--- config.mk ---
export PLATFORM = sky130hd
export DESIGN_NAME = rtks_div
export DESIGN_NICKNAME = d
export VERILOG_FILES = /design/src/hw/rtl/rated_table_top_k_select_defines.svh /design/src/hw/rtl/rtks_pkg.sv /design/src/hw/rtl/rtks_div.sv
export SDC_FILE = /design/constraint.sdc
export NUM_CORES = 1
export LEC_CHECK = 0
export BUFFER_PORTS_ARGS = -buffer_cell sky130_fd_sc_hd__buf_2
export CORE_ASPECT_RATIO = 2
export CORE_MARGIN = 3
export CORE_UTILIZATION = 61
export CTS_CLUSTER_DIAMETER = 100
export CTS_CLUSTER_SIZE = 30
export DETAILED_ROUTE_END_ITERATION = 10
export GPL_ROUTABILITY_DRIVEN = 0
export PLACE_DENSITY = 0.95
export SYNTH_ARGS = -nofsm -noshare
export SYNTH_HDL_FRONTEND = slang
export SYNTH_SLANG_ARGS = --single-unit
--- constraint.sdc ---
create_clock -name clk_i -period 7.9 [get_ports clk_i]
set_input_delay 0.79 -clock clk_i [delete_from_list [all_inputs] [get_ports clk_i]]
set_output_delay 0.79 -clock clk_i [all_outputs]
set_load 0.1 [all_outputs]
--- src/hw/rtl/rated_table_top_k_select_defines.svh ---
`ifndef RATED_TABLE_TOP_K_SELECT_DEFINES_SVH
`define RATED_TABLE_TOP_K_SELECT_DEFINES_SVH

// Concurrent checks on the block clock, switched off while reset is held.
`define RTKS_ASSERT_ALWAYS(lbl, cond, msg) \
  lbl: assert property (@(posedge clk_i) disable iff (!rst_ni) (cond)) \
    else $error(msg);

`define RTKS_ASSERT_IMPLY(lbl, ante, cons, msg) \
  lbl: assert property (@(posedge clk_i) disable iff (!rst_ni) (ante) |-> (cons)) \
    else $error(msg);

`define RTKS_ASSERT_NEXT(lbl, ante, cons, msg) \
  lbl: assert property (@(posedge clk_i) disable iff (!rst_ni) (ante) |=> (cons)) \
    else $error(msg);

`endif

--- src/hw/rtl/rtks_pkg.sv ---
package rtks_pkg;

  localparam int unsigned KEEP_LIMIT = 16;
  localparam int unsigned KEEP_W     = 5;
  localparam int unsigned QUOT_W     = 16;
  localparam int unsigned ID_W       = 16;
  localparam int unsigned RATING_W   = 8;
  localparam logic [KEEP_W-1:0] SEL_RESET = 5'd2;

  typedef enum logic [1:0] {
    OP_REGISTER = 2'd0,
    OP_RATE     = 2'd1,
    OP_QUERY    = 2'd2,
    OP_NONE     = 2'd3
  } opcode_e;

  typedef enum logic [1:0] {
    STS_OK        = 2'd0,
    STS_FULL      = 2'd1,
    STS_UNKNOWN   = 2'd2,
    STS_SATURATED = 2'd3
  } status_e;

  typedef enum logic [2:0] {
    CELL_HOLD,
    CELL_CLEAR,
    CELL_INSERT,
    CELL_REPLACE,
    CELL_SHIFT
  } cell_op_e;

  typedef enum logic [3:0] {
    S_IDLE,
    S_UPD,
    S_UPD_WAIT,
    S_SCAN_RD,
    S_SCAN_LD,
    S_SCAN_MUL,
    S_SCAN_CMP,
    S_OUT_DIV,
    S_OUT_WAIT
  } fsm_e;

  // Status one cell shows its neighbors and the controller.
  typedef struct packed {
    logic valid;
    logic ins;
    logic gt;
  } cell_st_t;

endpackage

--- src/hw/rtl/rtks_div.sv ---
module rtks_div #(
  parameter int unsigned CW = 16
) (
  input  logic                         clk_i,
  input  logic                         rst_ni,
  input  logic                         start_i,
  input  logic [CW+7:0]                sum_i,
  input  logic [CW-1:0]                cnt_i,
  output logic                         done_o,
  output logic [rtks_pkg::QUOT_W-1:0]  quot_o
);

  localparam int unsigned QW     = rtks_pkg::QUOT_W;
  localparam int unsigned STEP_W = $clog2(QW);

  logic              run_q, done_q, zero_q;
  logic [STEP_W-1:0] step_q;
  logic [CW-1:0]     rem_q, dvs_q, rem_d;
  logic [QW-1:0]     low_q, q_q;
  logic [CW:0]       trial, diff;
  logic              ge;

  // The average never exceeds 255, so the quotient fits in QW bits and the
  // upper dividend bits start out already below the divisor.
  assign trial = {rem_q, low_q[QW-1]};
  assign diff  = trial - {1'b0, dvs_q};
  assign ge    = trial >= {1'b0, dvs_q};
  assign rem_d = ge ? diff[CW-1:0] : trial[CW-1:0];

  always_ff @(posedge clk_i or negedge rst_ni) begin
    if (!rst_ni) begin
      run_q  <= 1'b0;
      done_q <= 1'b0;
      step_q <= '0;
    end else begin
      done_q <= 1'b0;
      if (start_i) begin
        run_q  <= 1'b1;
        step_q <= STEP_W'(QW - 1);
      end else if (run_q) begin
        step_q <= step_q - 1'b1;
        if (step_q == '0) begin
          run_q  <= 1'b0;
          done_q <= 1'b1;
        end
      end
    end
  end

  always_ff @(posedge clk_i) begin
    if (start_i) begin
      rem_q  <= sum_i[CW+7:8];
      low_q  <= {sum_i[7:0], 8'b0};
      dvs_q  <= cnt_i;
      zero_q <= (cnt_i == '0);
      q_q    <= '0;
    end else if (run_q) begin
      rem_q <= rem_d;
      low_q <= {low_q[QW-2:0], 1'b0};
      q_q   <= {q_q[QW-2:0], ge};
    end
  end

  assign done_o = done_q;
  assign quot_o = zero_q ? '0 : q_q;

endmodule

==> out/summary.txt <==
Status - finished, final reports clean
CP arrival - 3.30 ns
Rel. slew slack - 0.391
Synth-to-layout area growth - 14.0%
Initial core utilization - 0.637
Asr flop ratio synth - 0.0952
Max VDD drop - 0.238 mV
Final count of hold timing violations - 0
Input/output buffers - 59
Crit. End Element - flop
# Max-Cap Violations - 0
Via Count - 2627
Pwr Density - 323 nW/um2
First DRT Iteration DRCs - 126
Die area - 6760 um2
Post-synth EDFFs - 41
Syn_area_per_cell - 10.8 um2
Setup violations, final - 0
Worst Setup Start Kind - flop
Seq cells post-synth - 63
Total track usage - 0.247
CTS Root Cell - clkbuf_8
Detail Route Antenna Nets - 0
Die Y-Extent - 113 um
Initial antenna violation count - 0
Clock sink total - 63
Min Hold Slack - 0.261 ns
Layout net count - 443
Storage element area - 1700 um2
Grt ovf - 0
Setup tns final - 0 ns
Post-CTS Repair Setup Buffers - 0
Top_reg_cell synth - edfxtp_1
Sequential fraction of the synthesis area - 0.485
Yosys warnings - 0
Tcrit/Tclk final - 0.406
Slew Limit Fails - 0
Die W - 59.6 um
Diodes inserted - 0
Fmax - 312 MHz
Syn_nets - 386
Synthesized cell area - 3510 um2
Vias in the first global route - 2738
Filler cells - 351
DRC viols - 0
Post-CTS sizing - 0
Hpwl dp - 5.41 mm
Row Count - 38
Bufs and invs on worst path - 1
Core Area - 5520 um2
Clock skew - 0.00869 ns
Clk_lat worst skew - 0.34 ns
CP top delay family - compound AO/OA/AOI/OAI gates
Vias/cell - 5.88
Critical Path Fanout Max - 21
CP max-delay cell - nand2_1
CP Class - flop to flop
Hold-fix buffers, CTS - 0
RSZ-0062 raised after global routing - false
Worst-margin pin slew - 0.912 ns
Clock transition at path regs - 0.07 ns
Pleak - 0.00187 uW
Largest net degree at the start of global routing - 80
Mean routed wirelength per cell - 17.0 um
Post-Syn Instances - 325
Inst Count DP - 431
CP most frequent cell - mux2_2
Multi-input logic area - 1650 um2
Data required, critical path - 8.00 ns
Slowest stage delay, CP - 0.68 ns
CTS tree - yes
Total wire length - 7.59 mm
First-pass GRT wire length - 12.7 mm
Crit path cell chain - ha_1, a21oi_1, o21ai_1, inv_1, a211o_1, nand2_1, mux2_2, mux2_2
H-tree Lvls - 3
Total CTS buffers - 9
Max Root-Sink Buffers - 2
Class of the worst hold path - primary input to asynchronous set/reset pin
I/O pin count - 60
Distinct cell type count after synthesis - 49
TritonRoute pass-1 iters - 5
Share of layout cells above drive strength 1 - 0.245
Tmin final - 3.21 ns
Non-filler cells, final - 447
## power breakdown
group	internal (uW)	switching, uW
registers	425	32.9
clock network	130	119
logic	261	324
## cells by family (layout without fill, tap and decap cells)
group,Yosys count,after routing,share of synthesized area
compound gates,58,58,0.113
mux,38,38,0.116
xor+xnor,15,15,0.0374
flops,63,63,0.485
simple gates,94,94,0.138
buf+inv,39,101,0.0445
fa+ha+maj,18,18,0.0663
## final cells by class
cell class / instances / area share
Clock inverter: 2 / 0.00219
Sequential cell: 63 / 0.425
Clock buffer: 14 / 0.0407
Tap cell: 60 / 0.0188
Timing Repair Buffer: 61 / 0.0775
Multi-Input combinational cell: 223 / 0.413
Inverter: 24 / 0.0225
## cell usage after synthesis, types with 2 or more instances
library cell | n | share of area
xor2_1 | 9 | 0.022
o211ai_1 | 2 | 0.0043
o21bai_1 | 4 | 0.0086
o21ai_1 | 4 | 0.0057
inv_1 | 24 | 0.026
nand2b_1 | 6 | 0.011
nand2_1 | 18 | 0.019
edfxtp_1 | 41 | 0.35
ha_1 | 17 | 0.061
o21ai_0 | 6 | 0.0086
mux2_1 | 2 | 0.0064
buf_2 | 2 | 0.0029
xnor2_1 | 6 | 0.015
nor2_1 | 29 | 0.031
a221o_1 | 5 | 0.014
mux2_2 | 15 | 0.048
buf_1 | 3 | 0.0032
mux2i_1 | 20 | 0.057
clkbuf_1 | 8 | 0.0086
nor3b_1 | 7 | 0.015
nor4_1 | 5 | 0.0089
nor2b_1 | 17 | 0.030
and2_1 | 2 | 0.0036
a21oi_2 | 2 | 0.0050
o31ai_1 | 2 | 0.0043
buf_4 | 2 | 0.0043
dfrtp_1 | 6 | 0.043
a21o_1 | 4 | 0.0086
o21a_1 | 3 | 0.0064
a211o_1 | 2 | 0.0050
nand4_1 | 3 | 0.0053
a21oi_1 | 17 | 0.024
dfxtp_1 | 16 | 0.091
## placed cells by master (no fill, tap or decap), types with 3 or more instances in the layout
cell type  synthesis  final
inv_1             24     24
nand2_1           18     18
a221o_1            5      5
mux2_2            15     15
xor2_1             9      9
nor4_1             5      5
ha_1              17     17
a21oi_1           17     17
nor3b_1            7      7
clkbuf_1           8      3
o21a_1             3      3
dfrtp_1            6      6
o21bai_1           4      4
o21ai_1            4      4
xnor2_1            6      6
clkbuf_8           0     11
nor2b_1           17     17
nor2_1            29     29
buf_2              2     59
edfxtp_1          41     41
nand2b_1           6      6
o21ai_0            6      6
dfxtp_1           16     16
mux2i_1           20     20
a21o_1             4      4
nand4_1            3      3
## registers in the layout, summed over array words and instances, names as in the netlist
name and flops:
dvs_q 16, q_q 16, rem_q 16, low_q 8
step_q 4, done_o 1, run_q 1, zero_q 1
## worst paths after layout
kind	from	end	slack, ns	depth (start not counted)
min reg2reg	q_q[15]	q_q[15]	0.49	2
min in group clk_i	q_q[15]	q_q[15]	0.49	2
max reg2reg	rem_q[5]	rem_q[10]	4.69	8
max in group asynchronous	rst_ni	step_q[0]	7.49	1
min	rst_ni	step_q[1]	0.26	1
max	rem_q[5]	rem_q[10]	4.69	8
## per-layer routing
metal / track usage / wire length, um / up-vias
met2: 0.425 / 4160 / 91
met3: 0.0434 / 353 / 26
met4: 0.117 / 305 / 0
li1: - / - / 1272
met1: 0.284 / 2770 / 1238
met5: 0 / 0 / -
## metrics by stage
| step | setup slack (ns) | cell area, um2 | total power [uW] | utilization |
|---|---|---|---|---|
| 3_5_place_dp | 4.71 | 3830 | 1030 | 0.694 |
| 3_3_place_gp | 4.83 | 3830 | 1010 | 0.694 |
| 6_report | 4.69 | 4000 | 1290 | 0.725 |
| 4_1_cts | 4.68 | 4000 | 1290 | 0.725 |
| 5_1_grt | 4.44 | 4000 | 1370 | 0.725 |
| 2_1_floorplan | 5.09 | 3510 | 919 | - |
## worst reg2reg max path, stage by stage, from the launching register on
cell	delay, ns
edfxtp_1	0.39
ha_1	0.43
a21oi_1	0.18
o21ai_1	0.19
inv_1	0.08
a211o_1	0.32
nand2_1	0.68
mux2_2	0.42
mux2_2	0.26
(Power assumes the default switching activity.)
