[config.mk]
export PLATFORM = sky130hd
export DESIGN_NAME = rtks_cell
export DESIGN_NICKNAME = d
export VERILOG_FILES = /design/src/hw/rtl/rated_table_top_k_select_defines.svh /design/src/hw/rtl/rtks_pkg.sv /design/src/hw/rtl/rtks_cell.sv
export SDC_FILE = /design/constraint.sdc
export NUM_CORES = 2
export LEC_CHECK = 0
export BUFFER_PORTS_ARGS = -buffer_cell sky130_fd_sc_hd__buf_2
export CORE_MARGIN = 8
export CORE_UTILIZATION = 40
export DETAILED_ROUTE_END_ITERATION = 10
export GPL_TIMING_DRIVEN = 0
export PLACE_DENSITY = 0.62
export SKIP_LAST_GASP = 1
export SYNTH_ARGS = -nofsm -noshare
export SYNTH_HDL_FRONTEND = slang
export SYNTH_SLANG_ARGS = --single-unit
[constraint.sdc]
create_clock -name clk_i -period 17.1 [get_ports clk_i]
set_clock_uncertainty 0.1 [all_clocks]
set_input_delay 1.71 -clock clk_i [delete_from_list [all_inputs] [get_ports clk_i]]
set_output_delay 1.71 -clock clk_i [all_outputs]
set_load 0.03 [all_outputs]
[src/hw/rtl/rated_table_top_k_select_defines.svh]
`ifndef RATED_TABLE_TOP_K_SELECT_DEFINES_SVH
`define RATED_TABLE_TOP_K_SELECT_DEFINES_SVH

// Concurrent checks on the block clock, switched off while reset is held.
`define RTKS_ASSERT_ALWAYS(lbl, cond, msg) \
  lbl: assert property (@(posedge clk_i) disable iff (!rst_ni) (cond)) \
    else $error(msg);

`define RTKS_ASSERT_IMPLY(lbl, ante, cons, msg) \
  lbl: assert property (@(posedge clk_i) disable iff (!rst_ni) (ante) |-> (cons)) \
    else $error(msg);

`define RTKS_ASSERT_NEXT(lbl, ante, cons, msg) \
  lbl: assert property (@(posedge clk_i) disable iff (!rst_ni) (ante) |=> (cons)) \
    else $error(msg);

`endif

[src/hw/rtl/rtks_pkg.sv]
package rtks_pkg;

  localparam int unsigned KEEP_LIMIT = 16;
  localparam int unsigned KEEP_W     = 5;
  localparam int unsigned QUOT_W     = 16;
  localparam int unsigned ID_W       = 16;
  localparam int unsigned RATING_W   = 8;
  localparam logic [KEEP_W-1:0] SEL_RESET = 5'd2;

  typedef enum logic [1:0] {
    OP_REGISTER = 2'd0,
    OP_RATE     = 2'd1,
    OP_QUERY    = 2'd2,
    OP_NONE     = 2'd3
  } opcode_e;

  typedef enum logic [1:0] {
    STS_OK        = 2'd0,
    STS_FULL      = 2'd1,
    STS_UNKNOWN   = 2'd2,
    STS_SATURATED = 2'd3
  } status_e;

  typedef enum logic [2:0] {
    CELL_HOLD,
    CELL_CLEAR,
    CELL_INSERT,
    CELL_REPLACE,
    CELL_SHIFT
  } cell_op_e;

  typedef enum logic [3:0] {
    S_IDLE,
    S_UPD,
    S_UPD_WAIT,
    S_SCAN_RD,
    S_SCAN_LD,
    S_SCAN_MUL,
    S_SCAN_CMP,
    S_OUT_DIV,
    S_OUT_WAIT
  } fsm_e;

  // Status one cell shows its neighbors and the controller.
  typedef struct packed {
    logic valid;
    logic ins;
    logic gt;
  } cell_st_t;

endpackage

[src/hw/rtl/rtks_cell.sv]
module rtks_cell #(
  parameter int unsigned SLW      = 4,
  parameter int unsigned CW       = 16,
  parameter bit          IS_FIRST = 1'b0
) (
  input  logic                       clk_i,
  input  logic                       rst_ni,
  input  rtks_pkg::cell_op_e         op_i,
  input  logic [SLW+24+2*CW-1:0]     cand_i,
  input  logic [SLW+24+2*CW-1:0]     prev_i,
  input  rtks_pkg::cell_st_t         prev_st_i,
  input  logic [SLW+24+2*CW-1:0]     next_i,
  input  rtks_pkg::cell_st_t         next_st_i,
  output logic [SLW+24+2*CW-1:0]     ent_o,
  output rtks_pkg::cell_st_t         st_o
);

  localparam int unsigned SW = CW + 8;
  localparam int unsigned EW = SLW + 24 + 2 * CW;
  localparam int unsigned PW = SW + CW;

  logic          valid_q, valid_d;
  logic [EW-1:0] ent_q, ent_d;
  logic [PW-1:0] p_ce_q, p_ec_q;
  logic [SW-1:0] c_sum, e_sum;
  logic [CW-1:0] c_cnt, e_cnt;
  logic          c_zero, e_zero, lt, gt, below, ins;

  assign c_cnt  = cand_i[CW-1:0];
  assign c_sum  = cand_i[CW+SW-1:CW];
  assign e_cnt  = ent_q[CW-1:0];
  assign e_sum  = ent_q[CW+SW-1:CW];
  assign c_zero = (c_cnt == '0);
  assign e_zero = (e_cnt == '0);

  // Cross products of candidate and element; both sides hold still for
  // the cycle after these are taken.
  always_ff @(posedge clk_i) begin
    p_ce_q <= c_sum * e_cnt;
    p_ec_q <= e_sum * c_cnt;
  end

  // An entry without ratings has average zero.
  always_comb begin
    if (c_zero) begin
      lt = !e_zero && (e_sum != '0);
      gt = 1'b0;
    end else if (e_zero) begin
      lt = 1'b0;
      gt = (c_sum != '0);
    end else begin
      lt = p_ce_q < p_ec_q;
      gt = p_ce_q > p_ec_q;
    end
  end

  // The candidate is always the latest slot, so a full tie ranks it lower.
  assign below = lt || (!gt && (c_cnt <= e_cnt));
  assign ins   = !valid_q || below;

  always_comb begin
    valid_d = valid_q;
    ent_d   = ent_q;
    unique case (op_i)
      rtks_pkg::CELL_HOLD: begin
      end
      rtks_pkg::CELL_CLEAR: begin
        valid_d = 1'b0;
      end
      rtks_pkg::CELL_INSERT: begin
        if (prev_st_i.ins) begin
          valid_d = prev_st_i.valid;
          ent_d   = prev_i;
        end else if (ins) begin
          valid_d = 1'b1;
          ent_d   = cand_i;
        end
      end
      rtks_pkg::CELL_REPLACE: begin
        if (next_st_i.valid && !next_st_i.ins) begin
          valid_d = 1'b1;
          ent_d   = next_i;
        end else if (IS_FIRST || !ins) begin
          valid_d = 1'b1;
          ent_d   = cand_i;
        end
      end
      rtks_pkg::CELL_SHIFT: begin
        valid_d = next_st_i.valid;
        ent_d   = next_i;
      end
      default: begin
      end
    endcase
  end

  always_ff @(posedge clk_i or negedge rst_ni) begin
    if (!rst_ni) begin
      valid_q <= 1'b0;
    end else begin
      valid_q <= valid_d;
    end
  end

  always_ff @(posedge clk_i) begin
    ent_q <= ent_d;
  end

  assign ent_o    = ent_q;
  assign st_o.valid = valid_q;
  assign st_o.ins   = ins;
  assign st_o.gt    = gt;

endmodule
==> metrics.md <==
| Metric | Value |
|---|---|
| Synth Instances | between 3,000 and 4,000 |
| Hold path startpoint | valid_q |
| FF/Latch Area | approximately 3400 sq um |
| Fillers | 7,474 |
| Hold-fix buffers, CTS | 0 |
| Cell taking the most area after synthesis | fa_1 |
| Reg2reg end | p_ce_q[39] |
| Arr. time, crit path | between 9000 and 10,000 ps |
| # H-tree levels | 4 |
| Post-Syn Nets | about 4,400 |
| Clock Latency Late Sink | 460 ps |
| Slew Viols, Final | 0 |
| Post-CTS Resized | 0 |
| Kind of cell adding the most delay to the critical path | adder cells |
| Depth of the most critical reg-to-reg path | 23 |
| Status | complete, no violations |
| Worst setup EP type | flop |
| CTS root buffer | clkbuf_16 |
| Seq/Total Area, Yosys | 0.1126 |
| Buffers inserted by post-CTS timing repair | 0 |
| Max_slew headroom | 0.08328 |
| Initial DRC Count | 1,794 |
| Min setup slack post-route | ~8100 ps |
| Vias in the first global route | between 20,000 and 30,000 |
| Max incr delay on CP | between 800 and 900 ps |
| Top cell types by occurrence after synthesis | inv_1 (813), fa_1 (612), nand2_1 (484) |
| Clk pin slew, worst setup/hold paths | around 70 ps |
| Slowest-stage cell, CP | clkbuf_1 |
| Worst R2R Setup Slack | 9290 ps |
| DPL Wire Length | 80.05 mm |
| Crit-path most repeated cell | fa_1 |
| Most used standard cell by instance count after synthesis | inv_1 |
| Die width | 291.9 microns |
| Fraction of layout cells with a size suffix above 1 | 0.08170 |
| Setup violations, final | 0 |
| Vias per inst | 5.275 |
| Req. time, crit path | approximately 17,000 ps |
| Syn Area/Cell | around 9.1 sq um |
| Clock Sink Count | approximately 140 |
| Drt drc | 0 |
| Hold path endpoint | valid_q |
| Post-Syn Area | roughly 30,000 sq um |
| Max Cap Violations | 0 |
| Core ar. | roughly 76,000 sq um |
| Critical path class | input port to flop |
| Final Routed Wirelength | between 90 and 100 mm |
| All-Layer GR Usage | 0.2355 |
| Final core occ | 0.4437 |
| Hold Fails Final Rpt | 0 |
| Number of distinct library cells after synthesis | about 70 |
| Nets@finish | between 4,000 and 5,000 |
| Post-synth EDFFs | 60 |
| Die height | 291.9 microns |
| Worst r2r src | ent_o[6] |
| Multi-input gate area | about 23,000 sq um |
| Clock period minus worst slack | 9009 ps |
| CTS tree | yes |
| TritonCTS buffer count | 17 |
| Setup slack after placement | 7777 ps |
| Max clock buf depth | 2 |
| CP bufs+invs | 7 |
| Worst-path maximum fanout | 10 |
| Setup TNS | 0 ps |
| Synthesis-to-layout area growth | 10.28% |
| Row count | around 100 |
| Die Area | between 80,000 and 90,000 sq um |
| Async SR Flop Fraction | 0.007092 |
| Main flop type after synthesis | dfxtp_1 |
| Length of the first detailed-routing pass in iterations | 10 |
| Post-route ant nets | 0 |
| IO buf count | 239 |
| RSZ-0062 raised after global routing | false |
| F_max | 111.0 MHz |
| First-pass GRT wire length | approximately 150 mm |
| Hold Crit Class | flop to flop |
| Worst Setup Start Kind | input port |
| GP Congestion | roughly 0.92 |
| Synth top area share | 0.4023 |
| Tightest Pin Transition | approximately 1400 ps |
| Final hold slack | 734.5 ps |
| Routed via count | about 24,000 |
| Initial antenna violation count | 7 |
| Initial Util | 0.4024 |
| Seq cells post-synth | approximately 140 |
| Largest net degree at the start of global routing | 17 |
| Ys Warns | 0 |
| WL/cell | 21.48 microns |
| Total gr overflow | 0 |
| Final Cycle Share | 0.5269 |
| Hold Path Cell Cnt | 2 |
| Top Ports | ~250 |
| Synth top area cells | fa_1 (40%), ha_1 (12%), inv_1 (10%) |
## cells by family after synthesis
kind of cell | after synthesis | share of synthesized area
flip-flops | 141 | 0.1126
buffers and inverters | 972 | 0.1204
AND/OR/NAND/NOR | 953 | 0.1520
AO/OA/AOI/OAI | 317 | 0.07633
multiplexers | 2 | 0.0006984
XOR/XNOR | 72 | 0.02071
adder cells (fa/ha/maj) | 892 | 0.5173
## layout by cell type, fill, tap and decap left out, types with 5 or more instances in the layout
cell | netlist | final
o21a_1 | 11 | 11
a21oi_1 | 80 | 80
a21o_1 | 40 | 40
nand2_1 | 484 | 484
and2_1 | 324 | 324
a211o_1 | 5 | 5
a31oi_1 | 7 | 7
xnor2_1 | 52 | 52
clkbuf_1 | 152 | 152
edfxtp_1 | 60 | 60
nor4_1 | 22 | 22
a211oi_1 | 12 | 11
nand4_1 | 20 | 20
nor2b_1 | 9 | 9
o21ai_0 | 36 | 36
fa_1 | 612 | 612
nand3_1 | 19 | 19
clkbuf_16 | 0 | 20
a222oi_1 | 60 | 60
o21bai_1 | 13 | 13
o211ai_1 | 7 | 7
dfxtp_1 | 80 | 80
inv_1 | 813 | 813
nor2_1 | 38 | 38
buf_2 | 0 | 239
ha_1 | 280 | 280
nor3_1 | 16 | 16
xor2_1 | 20 | 20
## worst max path at each step
stage / from / end / slack (ps) / cells after the start
2_1_floorplan: cand_i[0] / ent_o[0] / 8410 / 14
3_3_place_gp: cand_i[0] / ent_o[13] / 3580 / 14
3_5_place_dp: cand_i[8] / p_ec_q[33] / 7780 / 24
4_1_cts: cand_i[8] / p_ec_q[33] / 8250 / 24
5_1_grt: cand_i[8] / p_ec_q[38] / 7690 / 24
6_report: cand_i[9] / p_ec_q[33] / 8090 / 25
## sequential cells by signal, summed over array words and instances (netlist names)
name / cells
p_ce_q: 40
ent_o: 60
valid_q: 1
p_ec_q: 40
## worst register-to-register path, cell delays in order, from the launching register on
cell	delay, ps
edfxtp_1	840
clkbuf_1	760
and2_1	250
fa_1	400
inv_1	80
fa_1	430
fa_1	510
inv_1	50
fa_1	490
fa_1	510
inv_1	50
fa_1	490
inv_1	50
ha_1	390
nand4_1	140
o22ai_1	160
a2111oi_4	360
o21ai_2	170
a221oi_4	430
a211oi_2	140
or3_1	420
a31o_1	230
a21oi_2	140
xnor2_1	130
## metrics by stage
stage          std cells  instance area (sq um)
5_1_grt             4601                  33580
3_3_place_gp        4566                  32880
6_report            4605                  33590
3_5_place_dp        4570                  32960
2_1_floorplan       3349                  30460
4_1_cts             4601                  33580
## layer usage
layer  up-vias  global-route usage  share of wire
li1      10730                   -              -
met1     12290              0.3097           0.42
met2      1076              0.3777           0.45
met3       203             0.05604          0.089
met4         0             0.08606          0.041
met5         -                   0              0
## cell type report
class                           count  area share
Clock buffer                       20     0.01490
Clock inverter                     11    0.003464
Antenna cell                        4   0.0002980
Buffer                            159     0.01833
Sequential cell                   141      0.1021
Multi-Input combinational cell   2236      0.6959
Timing Repair Buffer              243     0.03777
Tap cell                          978     0.03643
Inverter                          813     0.09085
Power is not shown: default switching activity piles up to over one toggle a cycle in this logic, so the estimate is an artifact.
