===== src/hw/rtl/rated_table_top_k_select_defines.svh =====
`ifndef RATED_TABLE_TOP_K_SELECT_DEFINES_SVH
`define RATED_TABLE_TOP_K_SELECT_DEFINES_SVH

// Concurrent checks on the block clock, switched off while reset is held.
`define RTKS_ASSERT_ALWAYS(lbl, cond, msg) \
  lbl: assert property (@(posedge clk_i) disable iff (!rst_ni) (cond)) \
    else $error(msg);

`define RTKS_ASSERT_IMPLY(lbl, ante, cons, msg) \
  lbl: assert property (@(posedge clk_i) disable iff (!rst_ni) (ante) |-> (cons)) \
    else $error(msg);

`define RTKS_ASSERT_NEXT(lbl, ante, cons, msg) \
  lbl: assert property (@(posedge clk_i) disable iff (!rst_ni) (ante) |=> (cons)) \
    else $error(msg);

`endif


===== src/hw/rtl/rtks_ram.sv =====
module rtks_ram #(
  parameter int unsigned WIDTH = 8,
  parameter int unsigned DEPTH = 16
) (
  input  logic                            clk_i,
  input  logic                            we_i,
  input  logic [$clog2(DEPTH)-1:0]        waddr_i,
  input  logic [WIDTH-1:0]                wdata_i,
  input  logic [$clog2(DEPTH)-1:0]        raddr_i,
  output logic [WIDTH-1:0]                rdata_o
);

  logic [WIDTH-1:0] mem_q [DEPTH];

  always_ff @(posedge clk_i) begin
    if (we_i) begin
      mem_q[waddr_i] <= wdata_i;
    end
    rdata_o <= mem_q[raddr_i];
  end

endmodule


===== config.mk =====
export PLATFORM = sky130hd
export DESIGN_NAME = rtks_ram
export DESIGN_NICKNAME = d
export VERILOG_FILES = /design/src/hw/rtl/rated_table_top_k_select_defines.svh /design/src/hw/rtl/rtks_ram.sv
export SDC_FILE = /design/constraint.sdc
export NUM_CORES = 1
export LEC_CHECK = 0
export ABC_AREA = 1
export BUFFER_PORTS_ARGS = -buffer_cell sky130_fd_sc_hd__buf_2
export CORE_MARGIN = 2
export CORE_UTILIZATION = 54
export CTS_BUF_LIST = sky130_fd_sc_hd__clkbuf_16
export DETAILED_ROUTE_END_ITERATION = 7
export PLACE_DENSITY = 0.72
export SLEW_MARGIN = 30
export SYNTH_ARGS = -nofsm -noshare
export SYNTH_HDL_FRONTEND = slang
export SYNTH_SLANG_ARGS = --single-unit

===== constraint.sdc =====
create_clock -name clk_i -period 1.4 [get_ports clk_i]
set_input_delay 0.07 -clock clk_i [delete_from_list [all_inputs] [get_ports clk_i]]
set_output_delay 0.07 -clock clk_i [all_outputs]
set_load 0.1 [all_outputs]

==> results of run 1 <==
cells in the mapped netlist:
cell,n
buf_4,4
inv_2,2
dfxtp_1,8
nand3_1,97
buf_1,1
buf_2,13
buf_6,6
nor2_1,17
nand3b_1,2
edfxtp_1,128
inv_1,100
nand2_1,173
power groups by stage:
stage	Sequential [mW]	Clock, mW	Combinational, mW
floorplan	4.85	0	0.321
global placement	4.66	0	0.741
detailed placement	4.66	0	0.754
CTS	4.58	4.13	0.758
global route	4.59	4.31	0.821
finish	4.58	4.09	0.758
routing by layer:
| layer | part of all wire | vias to the layer above |
|---|---|---|
| met3 | 0.086 | 26 |
| met2 | 0.49 | 180 |
| li1 | - | 1855 |
| met1 | 0.40 | 1869 |
| met4 | 0.030 | 0 |
| met5 | 0 | - |
per-stage QoR:
stage,power (mW),instances,instance area (um2),util
after CTS,9.47,742,6650,0.641
after global placement,5.40,710,6100,0.588
after detailed placement,5.42,710,6100,0.588
final,9.43,742,6650,0.641
after global routing,9.72,742,6650,0.641
after floorplan,5.17,551,5770,-
cell families after synthesis:
logic type / Yosys count
simple gates: 289
flops: 136
buf+inv: 126
layout make-up:
class	instances	area [um2]	area share
clock buffers	17	425	0.0640
multi-input cells	289	1210	0.183
inverters	102	383	0.0576
repair buffers	47	328	0.0493
flip-flops and latches	136	4000	0.603
well taps	136	170	0.0256
clock inverters	15	121	0.0183
state kept, by name, indices dropped and copies added, names as in the netlist:
name,flops
rdata_o,8
mem_q,128
final timing paths:
check | start | end | slack, ns | cells after the start
max | rdata_o[4] | rdata_o[4] | 0.13 | 1
min | raddr_i[3] | rdata_o[7] | 0.01 | 3
max reg2reg | mem_q[9][5] | rdata_o[5] | 0.35 | 6
min reg2reg | mem_q[11][7] | rdata_o[7] | 0.66 | 6
==> key figures, run 1 <==
Outcome
  • Status: finished clean

Power and ir drop
  • Logic pwr share: 0.080
  • Switch Pwr: 2.15 mW
  • Sequential Power Share: 0.486
  • Cell area power density: between 1000 and 1500 nW/um2
  • Clk pwr share: 0.434
  • Sw frac: 0.228
  • P_int: roughly 7.3 mW
  • VDD IR max: between 0.0009 and 0.001 V
  • Leakage Power: between 2 and 3 nW

Cells and area
  • # diodes: 0
  • Fin nets: 611
  • Most frequent cells in the layout: 173 x nand2_1, 128 x edfxtp_1, 104 x inv_1
  • Commonest non-fill, non-tap cell in the layout: nand2_1
  • P&R area growth vs syn: 15.2%
  • Filler instances: approximately 810
  • Fraction of layout cells with a size suffix above 1: 0.120

Synth
  • Synthesized Nets: 569
  • Post-synthesis compound-gate area fraction: 0
  • Post-synth top area cell: edfxtp_1
  • Post-Syn Area per Cell: around 10 um2
  • Sequential cell area fraction in the yosys report: 0.694
  • Post-synth design cell area: about 5800 um2
  • XOR/XNOR share of the synthesized area: 0
  • Adder-cell share of the synthesized area: 0
  • Mux contribution to synthesized area: 0
  • Simple-gate area share of the yosys netlist: 0.210
  • Synthesized flop and latch total: around 140
  • Syn Inst Count: around 550
  • Yosys top cell area share: 0.667
  • Largest family of logic cells by synthesized area: simple AND/OR/NAND/NOR gates
  • Top area cells in the synthesized netlist: edfxtp_1 67%, nand2_1 11%, nand3_1 8.4%
  • Yosys Warn Count: 0
  • Yosys cell types: 12

Floorplan
  • IO Pins: 26
  • Die width: roughly 110 um
  • Row count: 37
  • Core area: a little over 10000 um2
  • Die ar.: 11500 um2
  • Initial Util: 0.556
  • Die Y: 107 um

Clock network
  • Clock slew at reported path FFs: roughly 0.06 ns
  • Clock Latency Late Sink: 0.41 ns
  • CTS Hold Buffers Added: 0
  • Setup Fix Bufs, Post-CTS: 0
  • CTS tree: done
  • Clk sinks: about 140
  • Clock root cell: clkbuf_16
  • Cts repair resizes: 0
  • Total clock buffers created by CTS: 17
  • H-tree levels: 4
  • Clock buffer depth: 2

Placement
  • Final HPWL DP: a little under 8 mm
  • Post-Place Worst Slack: between 0.2 and 0.25 ns
  • Gpl congestion: roughly 0.83
  • Input/output buffers: 25

STA
  • Worst Skew: between 0.005 and 0.006 ns
  • Fmax: between 700 and 800 MHz
  • Setup ws final: 0.125 ns
  • Fin. Hold Viols: 0
  • Setup TNS: 0 ns
  • Worst-margin pin slew: a little under 0.5 ns
  • Final clock period utilization by the worst path: 0.911
  • Min Hold Slack: 0.0119 ns
  • RSZ-0062 raised after global routing: false
  • Slew Limit Headroom: 0.675
  • Endpoints failing setup: 0
  • Fin crit period: ~1.3 ns
  • Final Max Tran Viols: 0

Global routing
  • Initial antenna violation count: 0
  • Global Route met2 Usage: 0.395
  • Met1 Usage GRT: 0.319
  • Global route overflow: 0
  • Largest net degree at the start of global routing: 65
  • Vias in the first global route: between 3000 and 4000
  • First-pass GRT wire length: between 20 and 25 mm
  • GR peak layer: met2
  • Gr usage total: 0.251
  • Met3 GRT Util: 0.0666

Drt
  • Avg WL per Cell: approximately 18 um
  • DRT Pass-1 Iters: 4
  • Post-route ant nets: 0
  • DRC: 0
  • DR vias/cell: between 5 and 6
  • Routed vias: just under 4000
  • Iteration-0 DRC Markers: 380
  • Final WL: 13.1 mm

Setup path
  • Crit. End Element: output pin
  • Slowest-stage cell, CP: buf_2
  • Crit path DAT: ~1.2 ns
  • Crit path max fanout: 1
  • Crit Path Class: reg2out
  • Worst path cell trace: buf_2
  • CP Launch Type: register
  • Req. time, crit path: 1.33 ns
  • Buffers & Inverters on Critical Path: 1
  • CP delay by family, top: buffers and inverters
  • Slowest stage delay, CP: around 0.44 ns

Flow run
  • Max-cap violations: 0

Min path
  • Min-delay worst type: in2reg
No activity file was read; power rests on OpenSTA's default activity.
==> run 2, diff against run 1 <==
PLACE_DENSITY = 0.7   (was 0.72)
TNS_END_PERCENT = 10   (was default)
==> run 2 against run 1 <==
  * Via count decreased by 0.18%
  * Largest power group unchanged
  * Worst setup slack got worse by 0.0018 ns
  * Routed wire length decreased by 1.4%
  * Register-to-register slack improved by 0.02 ns
  * Cell count increased by 0.40%
  * First-iteration DRC count increased by 7.9%
  * Sequential share of layout area decreased by 0.53 points
  * Maximum frequency decreased by 0.14%
  * Design area increased by 0.89%
==> key figures, run 2 (same netlist as run 1, synthesis figures left out) <==
Power and ir drop
  • Cell area power density: 1440 nW/um2 (+1.5%)
  • Leakage Power: 2.96 nW (+1.1%)
  • VDD IR max: 0.000819 V (-9.4%)

STA
  • Final Max Tran Viols: 0 (unchanged)
  • Worst-margin pin slew: 0.492 ns (+0.00145 ns)
  • RSZ-0062 raised after global routing: false
  • Fin. Hold Viols: 0 (unchanged)
  • Setup TNS: 0 ns (unchanged)
  • Slew Limit Headroom: 0.674 (-0.000959)
  • Worst Skew: 0.00450 ns (-0.00116 ns)
  • Fin crit period: 1.28 ns (+0.00178 ns)
  • Fmax: 783 MHz (-0.14%)
  • Final clock period utilization by the worst path: 0.912 (+0.00127)
  • Endpoints failing setup: 0 (unchanged)

Placement
  • Gpl congestion: 0.868 (+4.6%)
  • Input/output buffers: 25 (unchanged)
  • Placed insts: 713 (+0.42%)
  • Final HPWL DP: 7.80 mm (-1.7%)

Cells and area
  • Top flop regs: mem_q x128, rdata_o x8
  • Filler instances: 820 (+1.7%)
  • Commonest non-fill, non-tap cell in the layout: nand2_1
  • Multi-input logic area: 1210 um2 (unchanged)
  • Final non-filler cell total: 745 (+0.40%)
  • Fin nets: 614 (+0.49%)
  • Register area: 4000 um2 (unchanged)
  • Fraction of layout cells with a size suffix above 1: 0.128 (+0.00762)
  • Most frequent cells in the layout: 173 x nand2_1, 128 x edfxtp_1, 103 x inv_1
  • Largest Register: mem_q
  • P&R area growth vs syn: 16.3%
  • Max reg flops: 128 (unchanged)
  • # diodes: 0 (unchanged)

Drt
  • Metal3 WL: 983 um (-13%)
  • Iteration-0 DRC Markers: 410 (+7.9%)
  • Final WL: 12.9 mm (-1.4%)
  • Met1 WL: 5.39 mm (+3.8%)
  • Avg WL per Cell: 17.3 um (-1.8%)
  • Routed vias: 3923 (-0.18%)
  • DRT Pass-1 Iters: 6 (+2)
  • DR vias/cell: 5.27 (-0.58%)
  • DRC: 0 (unchanged)
  • Post-route ant nets: 0 (unchanged)
  • Top sig layer: met4
  • DR WL met2: 6.24 mm (-2.1%)

Setup path
  • Crit. End Element: output pin
  • Req. time, crit path: 1.33 ns (about the same)
  • Crit Path Class: reg2out
  • Slowest stage delay, CP: 0.44 ns (about the same)
  • Worst path cell trace: buf_2
  • Buffers & Inverters on Critical Path: 1 (unchanged)
  • Crit path DAT: 1.21 ns (about the same)
  • CP Launch Type: register
  • CP delay by family, top: buffers and inverters
  • Crit path max fanout: 1 (unchanged)
  • Slowest-stage cell, CP: buf_2

Floorplan
  • Die Y: 107 um (unchanged)
  • Die width: 107 um (unchanged)
  • Die ar.: 11500 um2 (unchanged)
  • IO Pins: 26 (unchanged)
  • Core area: 10400 um2 (unchanged)
  • Row count: 37 (unchanged)
  • Initial Util: 0.556 (unchanged)

Clock network
  • Setup Fix Bufs, Post-CTS: 0 (unchanged)
  • Clock Latency Late Sink: 0.42 ns (about the same)
  • H-tree levels: 4 (unchanged)
  • CTS Hold Buffers Added: 0 (unchanged)
  • Total clock buffers created by CTS: 17 (unchanged)
  • Clock root cell: clkbuf_16
  • Clk sinks: 136 (unchanged)
  • Clock buffer depth: 2 (unchanged)
  • Cts repair resizes: 0 (unchanged)
  • CTS tree: done
  • Clock slew at reported path FFs: 0.06 ns (about the same)

Global routing
  • Largest net degree at the start of global routing: 65 (unchanged)
  • Global route overflow: 0 (unchanged)
  • First-pass GRT wire length: 20.1 mm (-3.1%)
  • Gr usage total: 0.241 (-0.00931)
  • Initial antenna violation count: 0 (unchanged)
  • Vias in the first global route: 3787 (-3.4%)

Flow run
  • Max-cap violations: 0 (unchanged)

Outcome
  • Status: finished clean

Min path
  • Min-delay worst type: in2reg
-- run 2: area by class of cell --
type	count	share of cell area
sequential	136	0.597
multi-input combinational	289	0.181
clock buffer	17	0.0635
timing repair buffer	50	0.0541
tap	136	0.0254
clock inverter	15	0.0216
inverter	102	0.0571
-- run 2: power breakdown --
group          internal [mW]  switching, mW
clock network           2.74           1.57
logic                  0.179          0.586
registers               4.55         0.0272
total                   7.47           2.18
-- run 2: metal layers --
layer,track usage,vias to the layer above
met5,0,-
met4,0.109,0
met3,0.0460,27
met2,0.378,176
met1,0.330,1860
li1,-,1860
-- run 2: worst paths after layout --
kind                startpoint         end  slack, ns  cells past startpoint
setup / recovery    rdata_o[4]  rdata_o[4]       0.12                      1
hold / removal      raddr_i[3]  rdata_o[2]       0.02                      3
setup reg to reg   mem_q[1][7]  rdata_o[7]       0.37                      6
hold reg to reg   mem_q[10][6]  rdata_o[6]       0.69                      6
-- run 2: metrics by stage --
stage	power, mW	hold slack, ns	util	cell area, um2	setup WS, ns
floorplan	5.17	0.169	-	5770	0.379
global placement	5.41	0.438	0.591	6130	0.214
detailed placement	5.42	0.442	0.591	6130	0.191
CTS	9.68	0.00578	0.646	6700	0.109
global route	9.92	0.0156	0.646	6700	0.0856
finish	9.65	0.0172	0.646	6700	0.123
==> run 3, diff against run 2 <==
CELL_PAD_IN_SITES_DETAIL_PLACEMENT = 1   (was default)
CELL_PAD_IN_SITES_GLOBAL_PLACEMENT = 1   (was default)
CORE_UTILIZATION = 49   (was 54)
PLACE_DENSITY = 0.78   (was 0.7)
==> run 3 against run 2 <==
  * Flip-flop and latch count did not move
  * Non-clock buffer count fell by 1
  * Hold slack improved by 0.022 ns
  * Clock skew rose by 0.0014 ns
  * Routed wire length rose by 19%
  * Combinational power rose by 2.9%
  * Maximum frequency fell by 1.7%
  * Sequential power barely moved
  * Worst setup slack got worse by 0.022 ns
  * Die area rose by 9.8%
  * Register-to-register slack barely moved
  * Global-route usage rose by 2.1 points
  * Highest routed layer unchanged
==> key figures, run 3 (same netlist as run 1, synthesis figures left out) <==
Placement
  • Final HPWL DP: 9.65 mm (+24%)
  • Placed insts: 719 (+0.84%)
  • Input/output buffers: 25 (unchanged)
  • Gpl congestion: 0.788 (-9.2%)

Cells and area
  • P&R area growth vs syn: 16.9%
  • Top flop regs: mem_q x128, rdata_o x8
  • Most frequent cells in the layout: 173 x nand2_1, 128 x edfxtp_1, 102 x inv_1
  • Largest Register: mem_q
  • Max reg flops: 128 (unchanged)
  • Filler instances: 1248 (+52%)
  • Final non-filler cell total: 751 (+0.81%)
  • Commonest non-fill, non-tap cell in the layout: nand2_1
  • Fin nets: 613 (-0.16%)
  • Fraction of layout cells with a size suffix above 1: 0.123 (-0.00472)
  • # diodes: 0 (unchanged)

Min path
  • Min-delay worst type: in2reg
  • Hold_sp: wdata_i[6]
  • Hold Path Depth: 1 (-2)
  • Hold EP: mem_q[8][6]

Power and ir drop
  • Cell area power density: 1460 nW/um2 (+1.7%)
  • VDD IR max: 0.000952 V (+16%)
  • Pwr Total: 9.87 mW (+2.3%)
  • Leakage Power: 2.96 nW (about the same)

STA
  • Final clock period utilization by the worst path: 0.928 (+0.0157)
  • Fin crit period: 1.30 ns (+0.0220 ns)
  • RSZ-0062 raised after global routing: false
  • Worst Skew: 0.00595 ns (+0.00145 ns)
  • Worst-margin pin slew: 0.510 ns (+0.0174 ns)
  • Endpoints failing setup: 0 (unchanged)
  • Fin. Hold Viols: 0 (unchanged)
  • Fmax: 770 MHz (-1.7%)
  • Slew Limit Headroom: 0.662 (-0.0115)
  • Final Max Tran Viols: 0 (unchanged)
  • Setup TNS: 0 ns (unchanged)

Setup path
  • CP Launch Type: register
  • Slowest-stage cell, CP: buf_2
  • Crit path max fanout: 1 (unchanged)
  • R2r worst-path depth: 6 (unchanged)
  • Worst path cell trace: buf_2
  • Worst path depth: 1 (unchanged)
  • Worst reg2reg endpoint: rdata_o[2]
  • Buffers & Inverters on Critical Path: 1 (unchanged)
  • RR Startpoint: mem_q[9][2]
  • R2r setup slk: 0.37 ns (about the same)
  • CP delay by family, top: buffers and inverters
  • Slowest stage delay, CP: 0.44 ns (about the same)
  • Crit path DAT: 1.23 ns (+0.02 ns)
  • Req. time, crit path: 1.33 ns (about the same)
  • Crit. End Element: output pin
  • Crit Path Class: reg2out

Clock network
  • H-tree levels: 4 (unchanged)
  • Cts repair resizes: 0 (unchanged)
  • CTS tree: done
  • Clk sinks: 136 (unchanged)
  • Setup Fix Bufs, Post-CTS: 0 (unchanged)
  • CTS Hold Buffers Added: 0 (unchanged)
  • Clock slew at reported path FFs: 0.06 ns (about the same)
  • Clock root cell: clkbuf_16
  • Total clock buffers created by CTS: 17 (unchanged)
  • Clock buffer depth: 2 (unchanged)
  • Clock Latency Late Sink: 0.43 ns (about the same)

Drt
  • Final WL: 15.3 mm (+19%)
  • DRC: 0 (unchanged)
  • Iteration-0 DRC Markers: 200 (-51%)
  • DR vias/cell: 5.39 (+2.4%)
  • Post-route ant nets: 0 (unchanged)
  • DRT Pass-1 Iters: 4 (-2)
  • Routed vias: 4048 (+3.2%)
  • Avg WL per Cell: 20.4 um (+18%)

Floorplan
  • Die ar.: 12700 um2 (+9.8%)
  • Initial Util: 0.503 (-0.0532)
  • Row count: 39 (+5.4%)
  • Die Y: 112 um (+4.8%)
  • Core area: 11500 um2 (+11%)
  • IO Pins: 26 (unchanged)
  • Die width: 112 um (+4.8%)

Global routing
  • Largest net degree at the start of global routing: 65 (unchanged)
  • Global route overflow: 0 (unchanged)
  • Vias in the first global route: 4367 (+15%)
  • First-pass GRT wire length: 24.0 mm (+20%)
  • Initial antenna violation count: 0 (unchanged)
  • Gr usage total: 0.262 (+0.0206)

Flow run
  • Max-cap violations: 0 (unchanged)

Outcome
  • Status: finished clean
## run 3: worst max path at each step
stage               startpoint           end  slack [ns]
global placement    raddr_i[0]    rdata_o[4]        0.22
global route        rdata_o[3]    rdata_o[3]        0.07
detailed placement  raddr_i[0]    rdata_o[4]        0.18
floorplan           waddr_i[2]  mem_q[10][0]        0.38
CTS                 rdata_o[3]    rdata_o[3]        0.08
finish              rdata_o[3]    rdata_o[3]        0.10
## run 3: report_power, final
| group | leakage [nW] | total [mW] | switching, mW | internal [mW] |
|---|---|---|---|---|
| combinational | 1.44 | 0.787 | 0.603 | 0.183 |
| clock | 0.294 | 4.50 | 1.59 | 2.91 |
| sequential | 1.22 | 4.59 | 0.0324 | 4.55 |
## run 3: worst reg2reg max path: cells and delay by family (launching register included)
family / cells / cell delay [ns]
buffers and inverters: 1 / 0.08
AND/OR/NAND/NOR: 5 / 0.45
flip-flops: 1 / 0.40
## run 3: through the flow
| stage | instance area (um2) | hold WS [ns] | util | setup slack [ns] |
|---|---|---|---|---|
| after floorplan | 5770 | 0.169 | - | 0.379 |
| after global routing | 6740 | 0.0460 | 0.588 | 0.0688 |
| after CTS | 6740 | 0.0285 | 0.588 | 0.0794 |
| after detailed placement | 6150 | 0.478 | 0.536 | 0.175 |
| after global placement | 6150 | 0.479 | 0.536 | 0.219 |
| final | 6740 | 0.0389 | 0.588 | 0.101 |
## run 3: area by class of cell
type                            instances  area (um2)  area share
Sequential cell                       136        4000       0.594
Multi-Input combinational cell        289        1210       0.180
Clock buffer                           17         425      0.0631
Inverter                              102         383      0.0568
Timing Repair Buffer                   49         368      0.0546
Tap cell                              143         179      0.0265
Clock inverter                         15         168      0.0249
## run 3: metal layers
metal,share of wire,GRT usage
met4,0.027,0.113
met2,0.52,0.445
met3,0.054,0.0686
met1,0.40,0.317
met5,0,0
